$ cat src/rtl/core/bpu_pkg.sv
`timescale 1ns / 1ps
// ----------------------------------------------------------------------------
// bpu_pkg
// Shared types and constants for the block pad/unpad engine.
// ----------------------------------------------------------------------------
package bpu_pkg;

	localparam int MAX_BLOCK_DEF = 32;
	localparam logic [5:0] BLK_LEN_RST = 6'd8;
	localparam int CFG_DW = 6;

	typedef enum logic [0:0] {
		REG_UNPAD_MODE   = 1'b0,
		REG_BLOCK_LENGTH = 1'b1
	} cfg_reg_t;

	typedef enum logic [1:0] {
		ST_OK       = 2'd0,
		ST_PARTIAL  = 2'd1,
		ST_BAD_PAD  = 2'd2,
		ST_PAD_DIFF = 2'd3
	} status_t;

	typedef enum logic [2:0] {
		S_IDLE,
		S_RES,
		S_PAD_FILL,
		S_REL,
		S_P_CHK,
		S_CMP,
		S_STRIP
	} state_t;

endpackage

$ cat src/rtl/core/block_pad_unpad.sv
`timescale 1ns / 1ps
// ----------------------------------------------------------------------------
// block_pad_unpad
// Byte-stream block padder (add) and unpadder (check and strip).
// ----------------------------------------------------------------------------
// Input words arrive on s_*: s_tdata is the byte, s_tlast marks end of stream
// (its byte is ignored). Results leave on m_*: m_tdata is the byte, m_tuser
// carries has_byte and status, m_tlast flags the final word of a stream.
// cfg_we/cfg_addr/cfg_wdata write unpad_mode (0) or block_length (1); any
// write restarts the stream. Block length is clamped to 1..MAX_BLOCK.
// In pad mode each byte is passed on through a result state, and end of
// stream emits the N pad words. Unpad mode stores a byte in the buffer; a
// byte that releases a held block waits while the block is streamed out of
// the buffer one byte a cycle while the output is not stalled, and is then
// stored. End of stream in unpad mode runs the pad checks, then emits the
// stripped block. Each result word is formed, then registered in the output
// register.
// Reset clears the mode to pad, length to 8, and the stream state; buffer
// contents are not cleared. While m_tready is low the output word holds and
// a sequencer with a word to emit stalls; s_tready is high only when idle.
// ----------------------------------------------------------------------------
module block_pad_unpad import bpu_pkg::*; #(
	parameter int MAX_BLOCK = MAX_BLOCK_DEF
) (
	input  logic              clk,
	input  logic              arst_n,
	input  logic              s_tvalid,
	output logic              s_tready,
	input  logic [7:0]        s_tdata,   // [7:0] data_byte
	input  logic              s_tlast,
	output logic              m_tvalid,
	input  logic              m_tready,
	output logic [7:0]        m_tdata,   // [7:0] out_byte
	output logic [2:0]        m_tuser,   // [0] has_byte, [2:1] status
	output logic              m_tlast,
	input  logic              cfg_we,
	input  logic [0:0]        cfg_addr,
	input  logic [CFG_DW-1:0] cfg_wdata
);

	localparam int AW = (MAX_BLOCK > 1) ? $clog2(MAX_BLOCK) : 1;
	localparam int CW = $clog2(MAX_BLOCK + 1);
	localparam logic [6:0] MAX7 = 7'(MAX_BLOCK);

	logic unpad_q;
	logic [5:0] blk_len_q;
	logic [6:0] len_ext;
	logic [CW-1:0] len;

	logic mem_we, mem_re;
	logic [AW-1:0] mem_waddr, mem_raddr;
	logic [7:0] mem_wdata, mem_rdata;

	always_ff @(posedge clk or negedge arst_n) begin
		if (!arst_n) begin
			unpad_q   <= 1'b0;
			blk_len_q <= BLK_LEN_RST;
		end else if (cfg_we) begin
			case (cfg_addr)
				REG_UNPAD_MODE:   unpad_q   <= cfg_wdata[0];
				REG_BLOCK_LENGTH: blk_len_q <= cfg_wdata;
				default: begin
				end
			endcase
		end
	end

	always_comb begin
		if (blk_len_q == 6'd0) begin
			len_ext = 7'd1;
		end else if ({1'b0, blk_len_q} > MAX7) begin
			len_ext = MAX7;
		end else begin
			len_ext = {1'b0, blk_len_q};
		end
	end

	assign len = CW'(len_ext);

	bpu_mem #(
		.DEPTH (MAX_BLOCK),
		.AW    (AW)
	) u_mem (
		.clk   (clk),
		.we    (mem_we),
		.waddr (mem_waddr),
		.wdata (mem_wdata),
		.re    (mem_re),
		.raddr (mem_raddr),
		.rdata (mem_rdata)
	);

	bpu_seq #(
		.MAX_BLOCK (MAX_BLOCK),
		.AW        (AW),
		.CW        (CW)
	) u_seq (
		.clk       (clk),
		.arst_n    (arst_n),
		.unpad     (unpad_q),
		.len       (len),
		.cfg_clr   (cfg_we),
		.s_tvalid  (s_tvalid),
		.s_tready  (s_tready),
		.s_tdata   (s_tdata),
		.s_tlast   (s_tlast),
		.m_tvalid  (m_tvalid),
		.m_tready  (m_tready),
		.m_tdata   (m_tdata),
		.m_tuser   (m_tuser),
		.m_tlast   (m_tlast),
		.mem_we    (mem_we),
		.mem_waddr (mem_waddr),
		.mem_wdata (mem_wdata),
		.mem_re    (mem_re),
		.mem_raddr (mem_raddr),
		.mem_rdata (mem_rdata)
	);

endmodule

$ cat src/rtl/core/bpu_mem.sv
`timescale 1ns / 1ps
// ----------------------------------------------------------------------------
// bpu_mem
// Block buffer: one write port, one read port, registered read data.
// ----------------------------------------------------------------------------
module bpu_mem #(
	parameter int DEPTH = 32,
	parameter int AW    = 5
) (
	input  logic          clk,
	input  logic          we,
	input  logic [AW-1:0] waddr,
	input  logic [7:0]    wdata,
	input  logic          re,
	input  logic [AW-1:0] raddr,
	output logic [7:0]    rdata
);

	logic [7:0] mem [DEPTH];
	logic [7:0] rdata_q;

	always_ff @(posedge clk) begin
		if (we) begin
			mem[waddr] <= wdata;
		end
	end

	always_ff @(posedge clk) begin
		if (re) begin
			rdata_q <= mem[raddr];
		end
	end

	assign rdata = rdata_q;

endmodule

$ cat src/rtl/core/bpu_seq.sv
`timescale 1ns / 1ps
// ----------------------------------------------------------------------------
// bpu_seq
// Sequencer: takes input words, drives the block buffer, emits result words
// through an output register.
// ----------------------------------------------------------------------------
module bpu_seq import bpu_pkg::*; #(
	parameter int MAX_BLOCK = MAX_BLOCK_DEF,
	parameter int AW        = 5,
	parameter int CW        = 6
) (
	input  logic          clk,
	input  logic          arst_n,
	input  logic          unpad,
	input  logic [CW-1:0] len,
	input  logic          cfg_clr,
	input  logic          s_tvalid,
	output logic          s_tready,
	input  logic [7:0]    s_tdata,
	input  logic          s_tlast,
	output logic          m_tvalid,
	input  logic          m_tready,
	output logic [7:0]    m_tdata,
	output logic [2:0]    m_tuser,
	output logic          m_tlast,
	output logic          mem_we,
	output logic [AW-1:0] mem_waddr,
	output logic [7:0]    mem_wdata,
	output logic          mem_re,
	output logic [AW-1:0] mem_raddr,
	input  logic [7:0]    mem_rdata
);

	state_t state_q, state_d;
	logic [CW-1:0] fill_q, fill_d;
	logic pend_q, pend_d;
	logic [CW-1:0] cnt_q, cnt_d;
	logic [CW-1:0] rd_left_q, rd_left_d;
	logic [AW-1:0] rd_addr_q, rd_addr_d;
	logic memv_q, memv_d;
	logic [7:0] byte_q, byte_d;
	logic [7:0] p_q, p_d;
	logic [AW-1:0] chk_addr_q, chk_addr_d;
	logic [CW-1:0] chk_left_q, chk_left_d;
	logic [7:0] res_byte_q, res_byte_d;
	logic res_has_q, res_has_d;
	logic res_last_q, res_last_d;
	status_t res_st_q, res_st_d;

	logic ov_q;
	logic [7:0] ob_q;
	logic oh_q, ol_q;
	status_t os_q;

	logic out_free, push;
	logic [7:0] push_byte;
	logic push_has, push_last;
	status_t push_st;
	logic consume, issue;
	logic strip_go;
	logic [CW-1:0] strip_cnt;
	logic [CW-1:0] fill_inc;

	assign out_free = !ov_q || m_tready;
	assign fill_inc = fill_q + CW'(1);
	assign s_tready = (state_q == S_IDLE);

	always_comb begin
		state_d    = state_q;
		fill_d     = fill_q;
		pend_d     = pend_q;
		cnt_d      = cnt_q;
		rd_left_d  = rd_left_q;
		rd_addr_d  = rd_addr_q;
		memv_d     = memv_q;
		byte_d     = byte_q;
		p_d        = p_q;
		chk_addr_d = chk_addr_q;
		chk_left_d = chk_left_q;
		res_byte_d = res_byte_q;
		res_has_d  = res_has_q;
		res_last_d = res_last_q;
		res_st_d   = res_st_q;
		push       = 1'b0;
		push_byte  = 8'd0;
		push_has   = 1'b0;
		push_last  = 1'b0;
		push_st    = ST_OK;
		mem_we     = 1'b0;
		mem_waddr  = AW'(fill_q);
		mem_wdata  = s_tdata;
		mem_re     = 1'b0;
		mem_raddr  = rd_addr_q;
		consume    = 1'b0;
		issue      = 1'b0;
		strip_go   = 1'b0;
		strip_cnt  = '0;

		case (state_q)
			S_IDLE: begin
				if (s_tvalid) begin
					if (!unpad) begin
						if (!s_tlast) begin
							res_byte_d = s_tdata;
							res_has_d  = 1'b1;
							res_last_d = 1'b0;
							res_st_d   = ST_OK;
							fill_d     = (fill_inc == len) ? '0 : fill_inc;
							state_d    = S_RES;
						end else begin
							byte_d  = 8'(len - fill_q);
							cnt_d   = len - fill_q;
							fill_d  = '0;
							state_d = S_PAD_FILL;
						end
					end else if (!s_tlast) begin
						if (pend_q) begin
							// full block held: release it, the new byte goes in after
							byte_d    = s_tdata;
							cnt_d     = fill_q;
							rd_left_d = fill_q;
							rd_addr_d = '0;
							memv_d    = 1'b0;
							state_d   = S_REL;
						end else begin
							mem_we = 1'b1;
							fill_d = fill_inc;
							pend_d = (fill_inc >= len);
						end
					end else begin
						fill_d = '0;
						pend_d = 1'b0;
						if (!pend_q) begin
							res_byte_d = 8'd0;
							res_has_d  = 1'b0;
							res_last_d = 1'b1;
							res_st_d   = ST_PARTIAL;
							state_d    = S_RES;
						end else begin
							mem_re    = 1'b1;
							mem_raddr = AW'(len - CW'(1));
							state_d   = S_P_CHK;
						end
					end
				end
			end
			S_RES: begin
				if (out_free) begin
					push      = 1'b1;
					push_byte = res_byte_q;
					push_has  = res_has_q;
					push_last = res_last_q;
					push_st   = res_st_q;
					state_d   = S_IDLE;
				end
			end
			S_PAD_FILL: begin
				if (out_free) begin
					push      = 1'b1;
					push_byte = byte_q;
					push_has  = 1'b1;
					push_last = (cnt_q == CW'(1));
					cnt_d     = cnt_q - CW'(1);
					if (cnt_q == CW'(1)) begin
						state_d = S_IDLE;
					end
				end
			end
			S_REL, S_STRIP: begin
				// one-deep prefetch: next read issues in the cycle the held data leaves
				consume = memv_q && out_free;
				issue   = (rd_left_q != '0) && (!memv_q || consume);
				mem_re  = issue;
				if (issue) begin
					rd_addr_d = rd_addr_q + AW'(1);
					rd_left_d = rd_left_q - CW'(1);
				end
				memv_d = issue || (memv_q && !consume);
				if (consume) begin
					push      = 1'b1;
					push_byte = mem_rdata;
					push_has  = 1'b1;
					push_last = (state_q == S_STRIP) && (cnt_q == CW'(1));
					cnt_d     = cnt_q - CW'(1);
					if (cnt_q == CW'(1)) begin
						state_d = S_IDLE;
						if (state_q == S_REL) begin
							mem_we    = 1'b1;
							mem_waddr = '0;
							mem_wdata = byte_q;
							fill_d    = CW'(1);
							pend_d    = (len == CW'(1));
						end
					end
				end
			end
			S_P_CHK: begin
				p_d = mem_rdata;
				if (mem_rdata == 8'd0 || mem_rdata > {{(8-CW){1'b0}}, len}) begin
					res_byte_d = 8'd0;
					res_has_d  = 1'b0;
					res_last_d = 1'b1;
					res_st_d   = ST_BAD_PAD;
					state_d    = S_RES;
				end else if (mem_rdata == 8'd1) begin
					strip_go  = 1'b1;
					strip_cnt = len - CW'(1);
				end else begin
					chk_left_d = CW'(mem_rdata) - CW'(1);
					chk_addr_d = AW'(len - CW'(2));
					mem_re     = 1'b1;
					mem_raddr  = AW'(len - CW'(2));
					state_d    = S_CMP;
				end
			end
			S_CMP: begin
				if (mem_rdata != p_q) begin
					res_byte_d = 8'd0;
					res_has_d  = 1'b0;
					res_last_d = 1'b1;
					res_st_d   = ST_PAD_DIFF;
					state_d    = S_RES;
				end else if (chk_left_q == CW'(1)) begin
					strip_go  = 1'b1;
					strip_cnt = len - CW'(p_q);
				end else begin
					chk_left_d = chk_left_q - CW'(1);
					chk_addr_d = chk_addr_q - AW'(1);
					mem_re     = 1'b1;
					mem_raddr  = chk_addr_q - AW'(1);
				end
			end
			default: begin
				state_d = S_IDLE;
			end
		endcase

		if (strip_go) begin
			if (strip_cnt == '0) begin
				// block was all padding
				res_byte_d = 8'd0;
				res_has_d  = 1'b0;
				res_last_d = 1'b1;
				res_st_d   = ST_OK;
				state_d    = S_RES;
			end else begin
				cnt_d     = strip_cnt;
				rd_left_d = strip_cnt;
				rd_addr_d = '0;
				memv_d    = 1'b0;
				state_d   = S_STRIP;
			end
		end

		if (cfg_clr) begin
			fill_d = '0;
			pend_d = 1'b0;
		end
	end

	always_ff @(posedge clk or negedge arst_n) begin
		if (!arst_n) begin
			state_q <= S_IDLE;
			fill_q  <= '0;
			pend_q  <= 1'b0;
			memv_q  <= 1'b0;
			ov_q    <= 1'b0;
		end else begin
			state_q <= state_d;
			fill_q  <= fill_d;
			pend_q  <= pend_d;
			memv_q  <= memv_d;
			if (push) begin
				ov_q <= 1'b1;
			end else if (m_tready) begin
				ov_q <= 1'b0;
			end
		end
	end

	always_ff @(posedge clk) begin
		cnt_q      <= cnt_d;
		rd_left_q  <= rd_left_d;
		rd_addr_q  <= rd_addr_d;
		byte_q     <= byte_d;
		p_q        <= p_d;
		chk_addr_q <= chk_addr_d;
		chk_left_q <= chk_left_d;
		res_byte_q <= res_byte_d;
		res_has_q  <= res_has_d;
		res_last_q <= res_last_d;
		res_st_q   <= res_st_d;
		if (push) begin
			ob_q <= push_byte;
			oh_q <= push_has;
			ol_q <= push_last;
			os_q <= push_st;
		end
	end

	assign m_tvalid = ov_q;
	assign m_tdata  = ob_q;
	assign m_tuser  = {os_q, oh_q};
	assign m_tlast  = ol_q;

	a_pend_full: assert property (@(posedge clk) disable iff (!arst_n)
		pend_q |-> fill_q == len) else $error("pending block not full");

	a_fill_range: assert property (@(posedge clk) disable iff (!arst_n)
		fill_q <= len) else $error("fill count beyond block length");

	a_err_word: assert property (@(posedge clk) disable iff (!arst_n)
		(ov_q && os_q != ST_OK) |-> (!oh_q && ol_q)) else $error("error word malformed");

	a_cmp_count: assert property (@(posedge clk) disable iff (!arst_n)
		(state_q == S_CMP) |-> chk_left_q != '0) else $error("compare count underflow");

	a_prefetch: assert property (@(posedge clk) disable iff (!arst_n)
		memv_q |-> (state_q == S_REL || state_q == S_STRIP))
		else $error("prefetch valid outside streaming");

endmodule

$ cat config.mk
export PLATFORM = sky130hd
export DESIGN_NAME = block_pad_unpad
export DESIGN_NICKNAME = d
export VERILOG_FILES = /design/src/rtl/core/bpu_pkg.sv /design/src/rtl/core/block_pad_unpad.sv /design/src/rtl/core/bpu_mem.sv /design/src/rtl/core/bpu_seq.sv
export SDC_FILE = /design/constraint.sdc
export NUM_CORES = 1
export LEC_CHECK = 0
export BUFFER_PORTS_ARGS = -buffer_cell sky130_fd_sc_hd__buf_2
export CAP_MARGIN = 20
export CORE_MARGIN = 2
export CORE_UTILIZATION = 45
export DETAILED_ROUTE_END_ITERATION = 8
export GPL_TIMING_DRIVEN = 0
export PLACE_DENSITY = 0.66
export RECOVER_POWER = 25
export SYNTH_ARGS = -nofsm -noshare
export SYNTH_HDL_FRONTEND = slang
export SYNTH_HIERARCHICAL = 1
export SYNTH_SLANG_ARGS = --single-unit
$ cat constraint.sdc
create_clock -name clk -period 11 [get_ports clk]
set_input_delay 1.65 -clock clk [delete_from_list [all_inputs] [get_ports clk]]
set_output_delay 1.65 -clock clk [all_outputs]
set_load 0.05 [all_outputs]
# After elaboration in Yosys (flattened, before gate mapping)
# Memory sizes are Yosys's and may differ from the RTL's. A register that Yosys moved wholly into a read port is not among the register bits.
# Index checks and enable logic that the tools add are counted.
word_totals:
  ff_bits: 87
  ramBits: 256
  inputBits: 21
  output_inout_bits: 14
  wordCells: 286
  memories: 1
mem_list:
  columns: ["name", "depth", "width", "rd", "rd_clocked_by_memory_dff", "wr", "line", "source"]
  rows:
  - ["u_mem.mem", 32, 8, 1, 1, 1, "bpu_mem.sv:19", "logic [7:0] mem [DEPTH];"]
op_classes:
  addsub: 12
  n_lt_le_gt_ge: 3
  eq_ne: 30
  muxes: 186
  bitwise: 1
  reduce_logical: 31
op_table:
  columns: ["operator", "count"]
  rows:
  - ["two-way mux 6 bit", 36]
  - ["two-way mux 8 bit", 20]
  - ["two-way mux 5 bit", 23]
  - ["two-way mux 1 bit", 61]
  - ["one-hot mux 6 bit (2 select lines)", 4]
  - ["one-hot mux 8 bit (3 select lines)", 2]
  - ["two-way mux 3 bit", 14]
  - ["subtractor 6 x 1 -> 6 bit, second input constant", 5]
  - ["two-way mux 2 bit", 10]
  - ["one-hot mux 5 bit (2 select lines)", 2]
  - ["equality test 6 x 1 -> 1 bit, second input constant", 3]
  - ["one-hot mux 3 bit (6 select lines)", 1]
  - ["one-hot mux 6 bit (3 select lines)", 1]
  - ["inequality test 3 x 1 -> 1 bit, second input constant", 5]
  - ["inequality test 3 x 2 -> 1 bit, second input constant", 5]
  - ["one-hot mux 5 bit (3 select lines)", 1]
  - ["zero test 6 bit", 2]
  - ["one-hot mux 1 bit (3 select lines)", 4]
  - ["AND reduction 6 bit", 2]
  - ["subtractor 6 bit", 2]
  - ["inequality test 2 bit, second input constant", 5]
  - ["one-hot mux 1 bit (2 select lines)", 5]
  - ["AND reduction 5 bit", 2]
  - ["equality test 3 bit, second input constant", 3]
  - ["30 further kinds", 45]

# Depth between registers and ports, before layout
# Gate-level depths: netlist of run 1.
logic_depth:
  ltp_word: 10
  depth_mapped: 15
  depth_no_buf: 13

# By module
# The synthesis of run 1 kept the hierarchy.
by_module_without_submodules:
  columns: ["module", "n_inst", "cells_each", "area_each_um2"]
  rows:
  - ["bpu_mem", 1, 417, 10133.5]
  - ["bpu_seq", 1, 715, 6100.9]
  - ["block_pad_unpad", 1, 24, 310.3]

# Worst setup path after synthesis of run 1
# Ideal clock, no wire load.
synth_path:
  path_type: "input port to flip-flop"
  startpoint: "input port s_tlast"
  endpoint: "register u_mem.rdata_q[0] (netlist: u_mem/rdata[0]) (read register of u_mem.mem) (data pin)"
  setup_ns: 0.260
  arrival_ns: 4.504
  required_time_ns: 10.740
  setup_slack_ns: 6.236
  stages: 12
  path_cell_list: "clkbuf_1 nand4_1 o21ai_0 nand2_1 o2111ai_1 o21a_1 o22a_1 clkbuf_1 clkbuf_1 mux4_2 mux4_2 mux2_2"
synth_via:
  elab_chain_cells: 4
  elab_cells_between_ends: 8
  cone_classes: "mux: 8"
synth_rtl:
  columns: ["element", "line", "source"]
  rows:
  - ["start, declared", "block_pad_unpad.sv:30", "input logic s_tlast,"]
  - ["two-way mux 5 bit", "bpu_seq.sv:116", "end else if (!s_tlast) begin"]
  - ["two-way mux 5 bit", "bpu_seq.sv:102", "if (!unpad) begin"]
  - ["two-way mux 5 bit", "bpu_seq.sv:101", "if (s_tvalid) begin"]
  - ["one-hot mux 5 bit (3 select lines)", "bpu_seq.sv:99", "case (state_q)"]
  - ["named net mem_raddr[2]", "block_pad_unpad.sv:51", "logic [AW-1:0] mem_waddr, mem_raddr;"]
  - ["end, declared", "bpu_mem.sv:20", "logic [7:0] rdata_q;"]
# The timed path passes the listed nets, and every way through them passes these cells.
# A chain may end at the register's enable or synchronous reset.

# Worst setup path in the final report of run 1
layout_path:
  startpoint: "register blk_len_q[5]"
  endpoint: "register u_mem.rdata_q[7] (netlist: u_mem/rdata[7]) (read register of u_mem.mem) (data pin)"
layout_via:
  elab_chain_cells: 9
  elab_cells_between_ends: 17
  cone_classes: "add/sub: 2; order compare: 2; mux: 11; reduce/logical: 2"
layout_rtl:
  columns: ["element", "line", "source"]
  rows:
  - ["start, declared", "block_pad_unpad.sv:46", "logic [5:0] blk_len_q;"]
  - ["start signal, assigned", "block_pad_unpad.sv:61", "REG_BLOCK_LENGTH: blk_len_q <= cfg_wdata;"]
  - ["greater-than comparator 6 bit", "block_pad_unpad.sv:71", "end else if ({1'b0, blk_len_q} > MAX7) begin"]
  - ["two-way mux 6 bit", "block_pad_unpad.sv:71", null]
  - ["two-way mux 6 bit (*)", "block_pad_unpad.sv:69", "if (blk_len_q == 6'd0) begin"]
  - ["named net len_ext[1]", "block_pad_unpad.sv:47", "logic [6:0] len_ext;"]
  - ["subtractor 6 x 1 -> 6 bit", "bpu_seq.sv:141", "mem_raddr = AW'(len - CW'(1));"]
  - ["two-way mux 5 bit", "bpu_seq.sv:133", "if (!pend_q) begin"]
  - ["two-way mux 5 bit", "bpu_seq.sv:116", null]
  - ["two-way mux 5 bit", "bpu_seq.sv:102", null]
  - ["two-way mux 5 bit", "bpu_seq.sv:101", null]
  - ["one-hot mux 5 bit (3 select lines) (*)", "bpu_seq.sv:99", null]
  - ["named net mem_raddr[2]", "block_pad_unpad.sv:51", null]
# The timed path passes the listed nets; every way through them passes the cells marked *.

==> impl_metrics.ini, run 1 <==
[run_status]
outcome = completed

[sta]
worst_slew_pin_slew_ps = 1240
timing.clock.skew_ps = 17.6
worst_hold_slack_ps = 507
finalWorstPathRequiredPeriod_ps = 6240
setup_ws_ps = 4760
rsz0062_at_grt = false
timing.fmax_mhz = 160
maxSlewHeadroom_pct = 16.9
post-route-period-util_pct = 56.7
timing.final.setup_violations = 0
final.setup.tns_ps = 0
hold_violations = 0
maxSlewViolCount = 0

[global_route]
grt_pass1_wl_mm = 63.5
grt_start_max_net_pins = 33
vias_in_the_first_global_route = 10100
global_route_total_overflow = 0
grt_antenna_before_repair = 1
grt_util_all_layers_pct = 22.2

[min_path]
hold_path_end = u_seq/res_st_q[1]$_DFF_P_
worstHoldPathType = reg2reg
holdCritStartpoint = u_seq/res_st_q[1]$_DFF_P_
hold_depth = 2

[final_layout]
antenna-diode-count = 0
area.growth.synth_to_final_pct = 12.2
fill_cells = 3120
finish.net_count = 1294
layout-drive-gt1-share_pct = 17.7

[clocking]
tritoncts = built
cts-buffers-inserted = 38
cts_resized = 0
clock-sinks = 351
clock-root-buffer = clkbuf_16
cts_max_path_buffers = 3
clk-insertion-delay-late_ps = 560
cts_setup_buffers = 0
h-tree-depth = 2
ctsHoldBuffers = 0
clk_pin_slew_worst_paths_ps = 50

[synthesis]
synthesis.area_per_instance_um2 = 14.3
combined_area_of_all_synthesized_cells_mm2 = 0.0165
synth_warnings = 6
synth_top_flop_cell = edfxtp_1
ys_top_cells_by_area = edfxtp_1 (55%), mux4_2 (11%), dfxtp_1 (3.5%)
synth_seq_cells = 351
synth_area_leader_cell = edfxtp_1
synth_cell_type_count = 89
gate_count_after_technology_mapping = 1156
syn-num-nets = 1217
synth_enable_flop_cells = 303
netlist.area_leader.share_pct = 55.0
synth-async-reset-ratio_pct = 5.41
synth_seq_area_share_pct = 61.4

[floorplanning]
dieHeight_um = 196
die_area_mm2 = 0.0383
die-width_um = 196
io_pins = 35
initial_utilization_pct = 45.4
core_region_mm2 = 0.0364
placement_rows = 70

[critical_path]
cp.required_ps = 11290
setup.reg_to_reg.worst_slack_ps = 4760
critPathLaunchType = flip-flop
critical_path_class = reg2reg
rr_worst_depth = 14
worstReg2RegStart = blk_len_q[5]$_DFFE_PN0P_
worstPathArrival_ps = 6530
crit_fanout = 10
worst_setup_path_end_kind = flip-flop
critical_path.reg2reg.endpoint = u_mem/rdata[7]$_DFFE_PP_

[power]
internal_power_mw = 2.82
p_sw_mw = 1.37
seq_power_share_pct = 39.0
power.density_cell_area_mw_per_mm2 = 226
static-leakage-power_nw = 6.28
clkPwrFrac_pct = 30.5
power.ir.vdd_worst_v = 0.000162
pwr-share-comb_pct = 30.5
p_sw_share_pct = 32.7

[drt]
drtAntennaViolNets = 0
drt_first_iter_violations = 1123
route.vias.total = 10400
wire_per_inst_um = 24.2
remaining_drc_errors = 0
viasPerCell = 5.98
finalWirelength_mm = 41.9
drt_pass_1_iters = 6

[placed_design]
post-place-ws_ps = 4810
place_congestion = 0.938
io_buffers = 34
dp_hpwl_mm = 29.3

[job]
maxCapViolations = 0
kinds of logic (layout without fill, tap and decap cells):
kind of cell,count (synthesis),after routing,synth area share [%]
AO/OA/AOI/OAI,211,211,8.66
XOR/XNOR,35,35,1.85
adder cells (fa/ha/maj),40,40,3.12
buffers and inverters,99,206,2.62
flip-flops,351,351,61.4
multiplexers,116,116,13.3
AND/OR/NAND/NOR,304,304,9.08
Yosys cell counts, drive strengths merged (3+ instances only):
cell,n
o21ai,43
a211o,5
nor3,21
ha,38
nor2b,15
xor2,20
xnor2,15
inv,48
a22o,4
dfxtp,29
clkbuf,23
and4,3
o22ai,5
o211ai,6
mux4,80
nand2,66
nand3,17
a32oi,3
a31oi,6
mux2,29
buf,26
or2,3
and3,6
nand2b,10
nor3b,5
a2111oi,3
or3b,4
a21o,12
a221oi,6
mux2i,7
nand4,6
nor4,8
a21oi,65
o2111ai,3
and2,4
o21bai,4
nand3b,6
edfxtp,303
dfrtp,18
a22oi,7
a222oi,8
a211oi,4
o21a,4
nor2,116
or3,6
sequential cells by signal (all words and copies together), names as in the netlist, 8 cells and up:
register / cells
u_mem/rdata: 8
u_seq/m_tdata: 8
u_seq/byte_q: 8
u_seq/res_byte_q: 8
u_mem/mem: 256
u_seq/p_q: 8
layer usage:
metal	global-route usage (%)	part of all wire [%]	up-vias
met2	35.9	48	396
met4	6.45	2.3	2
met1	31.3	43	5221
met5	0	0.029	-
li1	-	-	4658
met3	3.66	6.6	82
worst max-delay path by stage:
| stage | to | cells after the start | slack, ps | startpoint |
|---|---|---|---|---|
| after detailed placement | u_mem/rdata[4]$_DFFE_PP_ | 13 | 4810 | s_tlast |
| final | u_mem/rdata[7]$_DFFE_PP_ | 14 | 4760 | blk_len_q[5]$_DFFE_PN0P_ |
| after global placement | u_mem/rdata[4]$_DFFE_PP_ | 14 | 4770 | blk_len_q[1]$_DFFE_PN0P_ |
| after CTS | u_mem/rdata[7]$_DFFE_PP_ | 14 | 4800 | blk_len_q[5]$_DFFE_PN0P_ |
| after floorplan | u_mem/rdata[0]$_DFFE_PP_ | 12 | 6240 | s_tlast |
| after global routing | u_mem/rdata[0]$_DFFE_PP_ | 14 | 4520 | blk_len_q[3]$_DFFE_PN1P_ |
metrics by stage:
step / instances / total power, mW / area [um2] / util, %
final: 1731 / 4.19 / 18600 / 50.9
after global routing: 1731 / 4.36 / 18600 / 50.9
after global placement: 1658 / 2.91 / 17300 / 47.5
after detailed placement: 1660 / 2.93 / 17300 / 47.6
after floorplan: 1156 / 2.55 / 16500 / -
after CTS: 1730 / 4.22 / 18600 / 51.0
final cells by class:
type,instances,area [um2],area share [%]
tap,468,586,3.16
buffer,49,243,1.31
multi-input combinational,706,5960,32.1
clock buffer,43,980,5.28
clock inverter,27,277,1.49
timing repair buffer,37,169,0.910
sequential,351,10200,54.7
inverter,50,188,1.01
worst max-delay path, stage by stage, from the launching register on:
cell	delay, ps
dfrtp_1	440
nor2b_1	870
inv_1	460
ha_1	420
nor2b_1	140
o211ai_1	240
a21oi_4	140
nor3_1	400
o21a_1	190
o22a_1	170
clkbuf_1	560
buf_1	680
mux4_2	450
mux4_2	510
mux2_2	290
placed cells by master, fill, tap and decap left out, types with 38 or more instances in the layout:
master     count
a21oi_1       62
clkbuf_1      45
clkbuf_16     38
edfxtp_1     303
ha_1          38
inv_1         48
mux4_2        80
nand2_1       65
nor2_1       114
o21ai_0       39
power groups by stage:
stage | Combinational [mW] | Clock, mW | Sequential [mW]
global route | 1.36 | 1.36 | 1.64
CTS | 1.28 | 1.31 | 1.63
finish | 1.28 | 1.28 | 1.63
global placement | 1.25 | 0 | 1.65
detailed placement | 1.27 | 0 | 1.66
floorplan | 0.838 | 0 | 1.71
No activity file was read; power rests on OpenSTA's default activity.
==> run 2, diff against run 1 <==
PLACE_DENSITY = 0.69   (was 0.66)
clock period = 5.2 ns   (was 11 ns; I/O delays follow)
==> run 2 against run 1 <==
Final cell count unchanged. Largest cell class unchanged. Global-route usage shrank 0.25 points. Sequential power is 110% higher. Register-to-register slack worse by 4700 ps. Utilization rose by 0.21 points. Total power increased by 110%. First-iteration DRC count grew 14%. Final area is 0.41% higher.
==> impl_metrics.ini, run 2 (synthesized netlist as in run 1, its figures left out) <==
[global_route]
global_route_total_overflow = 0
grt_antenna_before_repair = 0
grt_pass1_wl_mm = 62.8
grt_util_all_layers_pct = 21.9
vias_in_the_first_global_route = 10300
grt_start_max_net_pins = 33

[critical_path]
crit_fanout = 10
critical_path_class = reg2reg
setup.reg_to_reg.worst_slack_ps = 90
critPathLaunchType = flip-flop
rr_worst_depth = 16
cpMaxStageDelayCell = or4_1
worstReg2RegStart = blk_len_q[1]$_DFFE_PN0P_
critical_path.reg2reg.endpoint = u_mem/rdata[4]$_DFFE_PP_
worst_setup_path_end_kind = flip-flop
critical-path-max-stage-delay_ps = 580
crit_path_cell_trace = or4_1 -> a21oi_4 -> buf_4 -> ha_1 -> and4_1 -> nand4b_1 -> a21oi_4 -> or3_1 -> buf_2 -> mux2i_1 -> o221ai_2 -> buf_6 -> buf_8 -> mux4_2 -> mux4_2 -> mux2_2
worstPathArrival_ps = 5390
cp.required_ps = 5480

[sta]
timing.fmax_mhz = 196
finalWorstPathRequiredPeriod_ps = 5110
post-route-period-util_pct = 98.3
timing.clock.skew_ps = 30.3
rsz0062_at_grt = true
maxSlewViolCount = 0
worst_slew_pin_slew_ps = 1200
hold_violations = 0
timing.final.setup_violations = 0
final.setup.tns_ps = 0
maxSlewHeadroom_pct = 19.8
setup_ws_ps = 88.3

[drt]
remaining_drc_errors = 0
drtAntennaViolNets = 0
finalWirelength_mm = 41.6
drt_first_iter_violations = 1277
wire_per_inst_um = 24.0
drt_pass_1_iters = 6
route.vias.total = 10600
viasPerCell = 6.10

[power]
clkPwrFrac_pct = 29.5
internal_power_mw = 5.93
p_sw_mw = 2.86
seq_power_share_pct = 39.4
static-leakage-power_nw = 6.32
power.density_cell_area_mw_per_mm2 = 472
post-layout-total-power_mw = 8.79
power.ir.vdd_worst_v = 0.000336
pwr-share-comb_pct = 31.2
p_sw_share_pct = 32.6

[final_layout]
largest_reg_flops = 256
area.growth.synth_to_final_pct = 12.6
finish.net_count = 1296
max_flop_register = u_mem/mem
post_route_non_filler_standard_cell_count = 1731
final_core_utilization_pct = 51.1
mostFrequentLayoutCell = edfxtp_1
antenna-diode-count = 0
most-common-layout-cells = edfxtp_1 (303), nor2_1 (113), mux4_2 (80), nand2_1 (65), a21oi_1 (61)
layout-drive-gt1-share_pct = 19.7

[min_path]
worstHoldPathType = in2async

[floorplanning]
dieHeight_um = 196
io_pins = 35
placement_rows = 70
initial_utilization_pct = 45.4
core_region_mm2 = 0.0364
die_area_mm2 = 0.0383
die-width_um = 196

[clocking]
cts-buffers-inserted = 37
clock-sinks = 351
clk_pin_slew_worst_paths_ps = 60
clock-root-buffer = clkbuf_16
tritoncts = built
ctsHoldBuffers = 0
h-tree-depth = 2
cts_max_path_buffers = 3
clk-insertion-delay-late_ps = 550

[run_status]
outcome = completed

[job]
maxCapViolations = 0

[placed_design]
post-place-ws_ps = -1150
dp_hpwl_mm = 28.9
io_buffers = 34
place_congestion = 0.958
place_inst = 1661
==> run 2: cell types whose count changed in the layout (fill, tap and decap cells not counted), sizes merged <==
cell	before	now
clkinvlp	1	3
buf	44	50
bufinv	4	3
clkbuf	85	80
clkinv	22	20
==> run 2: repair_timing <==
action                     in CTS  in global routing
resized for setup              25                  8
pin swaps                       0                  1
setup endpoints to repair       8                  8
setup buffers                   2                  2
hold endpoints to repair        0                  0
==> run 2: worst max-delay path by stage <==
| stage | startpoint | cells past startpoint | end | slack, ps |
|---|---|---|---|---|
| global placement | blk_len_q[3]$_DFFE_PN1P_ | 14 | u_mem/rdata[0]$_DFFE_PP_ | -1100 |
| CTS | blk_len_q[1]$_DFFE_PN0P_ | 16 | u_mem/rdata[0]$_DFFE_PP_ | 20 |
| finish | blk_len_q[1]$_DFFE_PN0P_ | 16 | u_mem/rdata[4]$_DFFE_PP_ | 90 |
| global route | blk_len_q[1]$_DFFE_PN0P_ | 16 | u_mem/rdata[0]$_DFFE_PP_ | -10 |
| floorplan | blk_len_q[1]$_DFFE_PN0P_ | 15 | u_mem/rdata[0]$_DFFE_PP_ | 510 |
| detailed placement | blk_len_q[5]$_DFFE_PN0P_ | 14 | u_mem/rdata[0]$_DFFE_PP_ | -1150 |
==> run 2: power by group through the flow <==
stage / clock [mW] / sequential, mW / combinational [mW]
floorplan: 0 / 3.62 / 1.77
global placement: 0 / 3.50 / 2.63
detailed placement: 0 / 3.51 / 2.67
CTS: 2.64 / 3.45 / 2.71
global route: 2.74 / 3.48 / 2.92
finish: 2.59 / 3.46 / 2.74
==> run 2: layout make-up <==
cell class / count / area, um2
buffer: 48 / 283
clock buffer: 41 / 962
clock inverter: 26 / 235
fill: 3070 / 17800
inverter: 50 / 188
multi-input combinational: 706 / 6020
sequential: 351 / 10200
tap: 468 / 586
timing repair buffer: 41 / 205
==> run 2: metal layers <==
metal / part of all wire, % / GRT usage [%] / vias up / wire [um]
met5: 0 / 0 / - / 0
met3: 8.0 / 3.97 / 100 / 3310
met4: 3.5 / 7.55 / 0 / 1460
li1: - / - / 4658 / -
met2: 47 / 35.5 / 482 / 19500
met1: 42 / 30.2 / 5318 / 17300
==> run 2: through the flow <==
step	hold slack [ps]	area (um2)
floorplan	445	16500
global placement	467	17300
detailed placement	491	17300
CTS	212	18600
global route	480	18600
finish	481	18600
==> run 2: critical path, delay by kind of cell, from the launching register on <==
family | cells | cell delay (ps)
adder cells (fa/ha/maj) | 1 | 240
flip-flops | 1 | 400
AND/OR/NAND/NOR | 4 | 1160
AO/OA/AOI/OAI | 3 | 710
multiplexers | 4 | 1490
buffers and inverters | 4 | 830
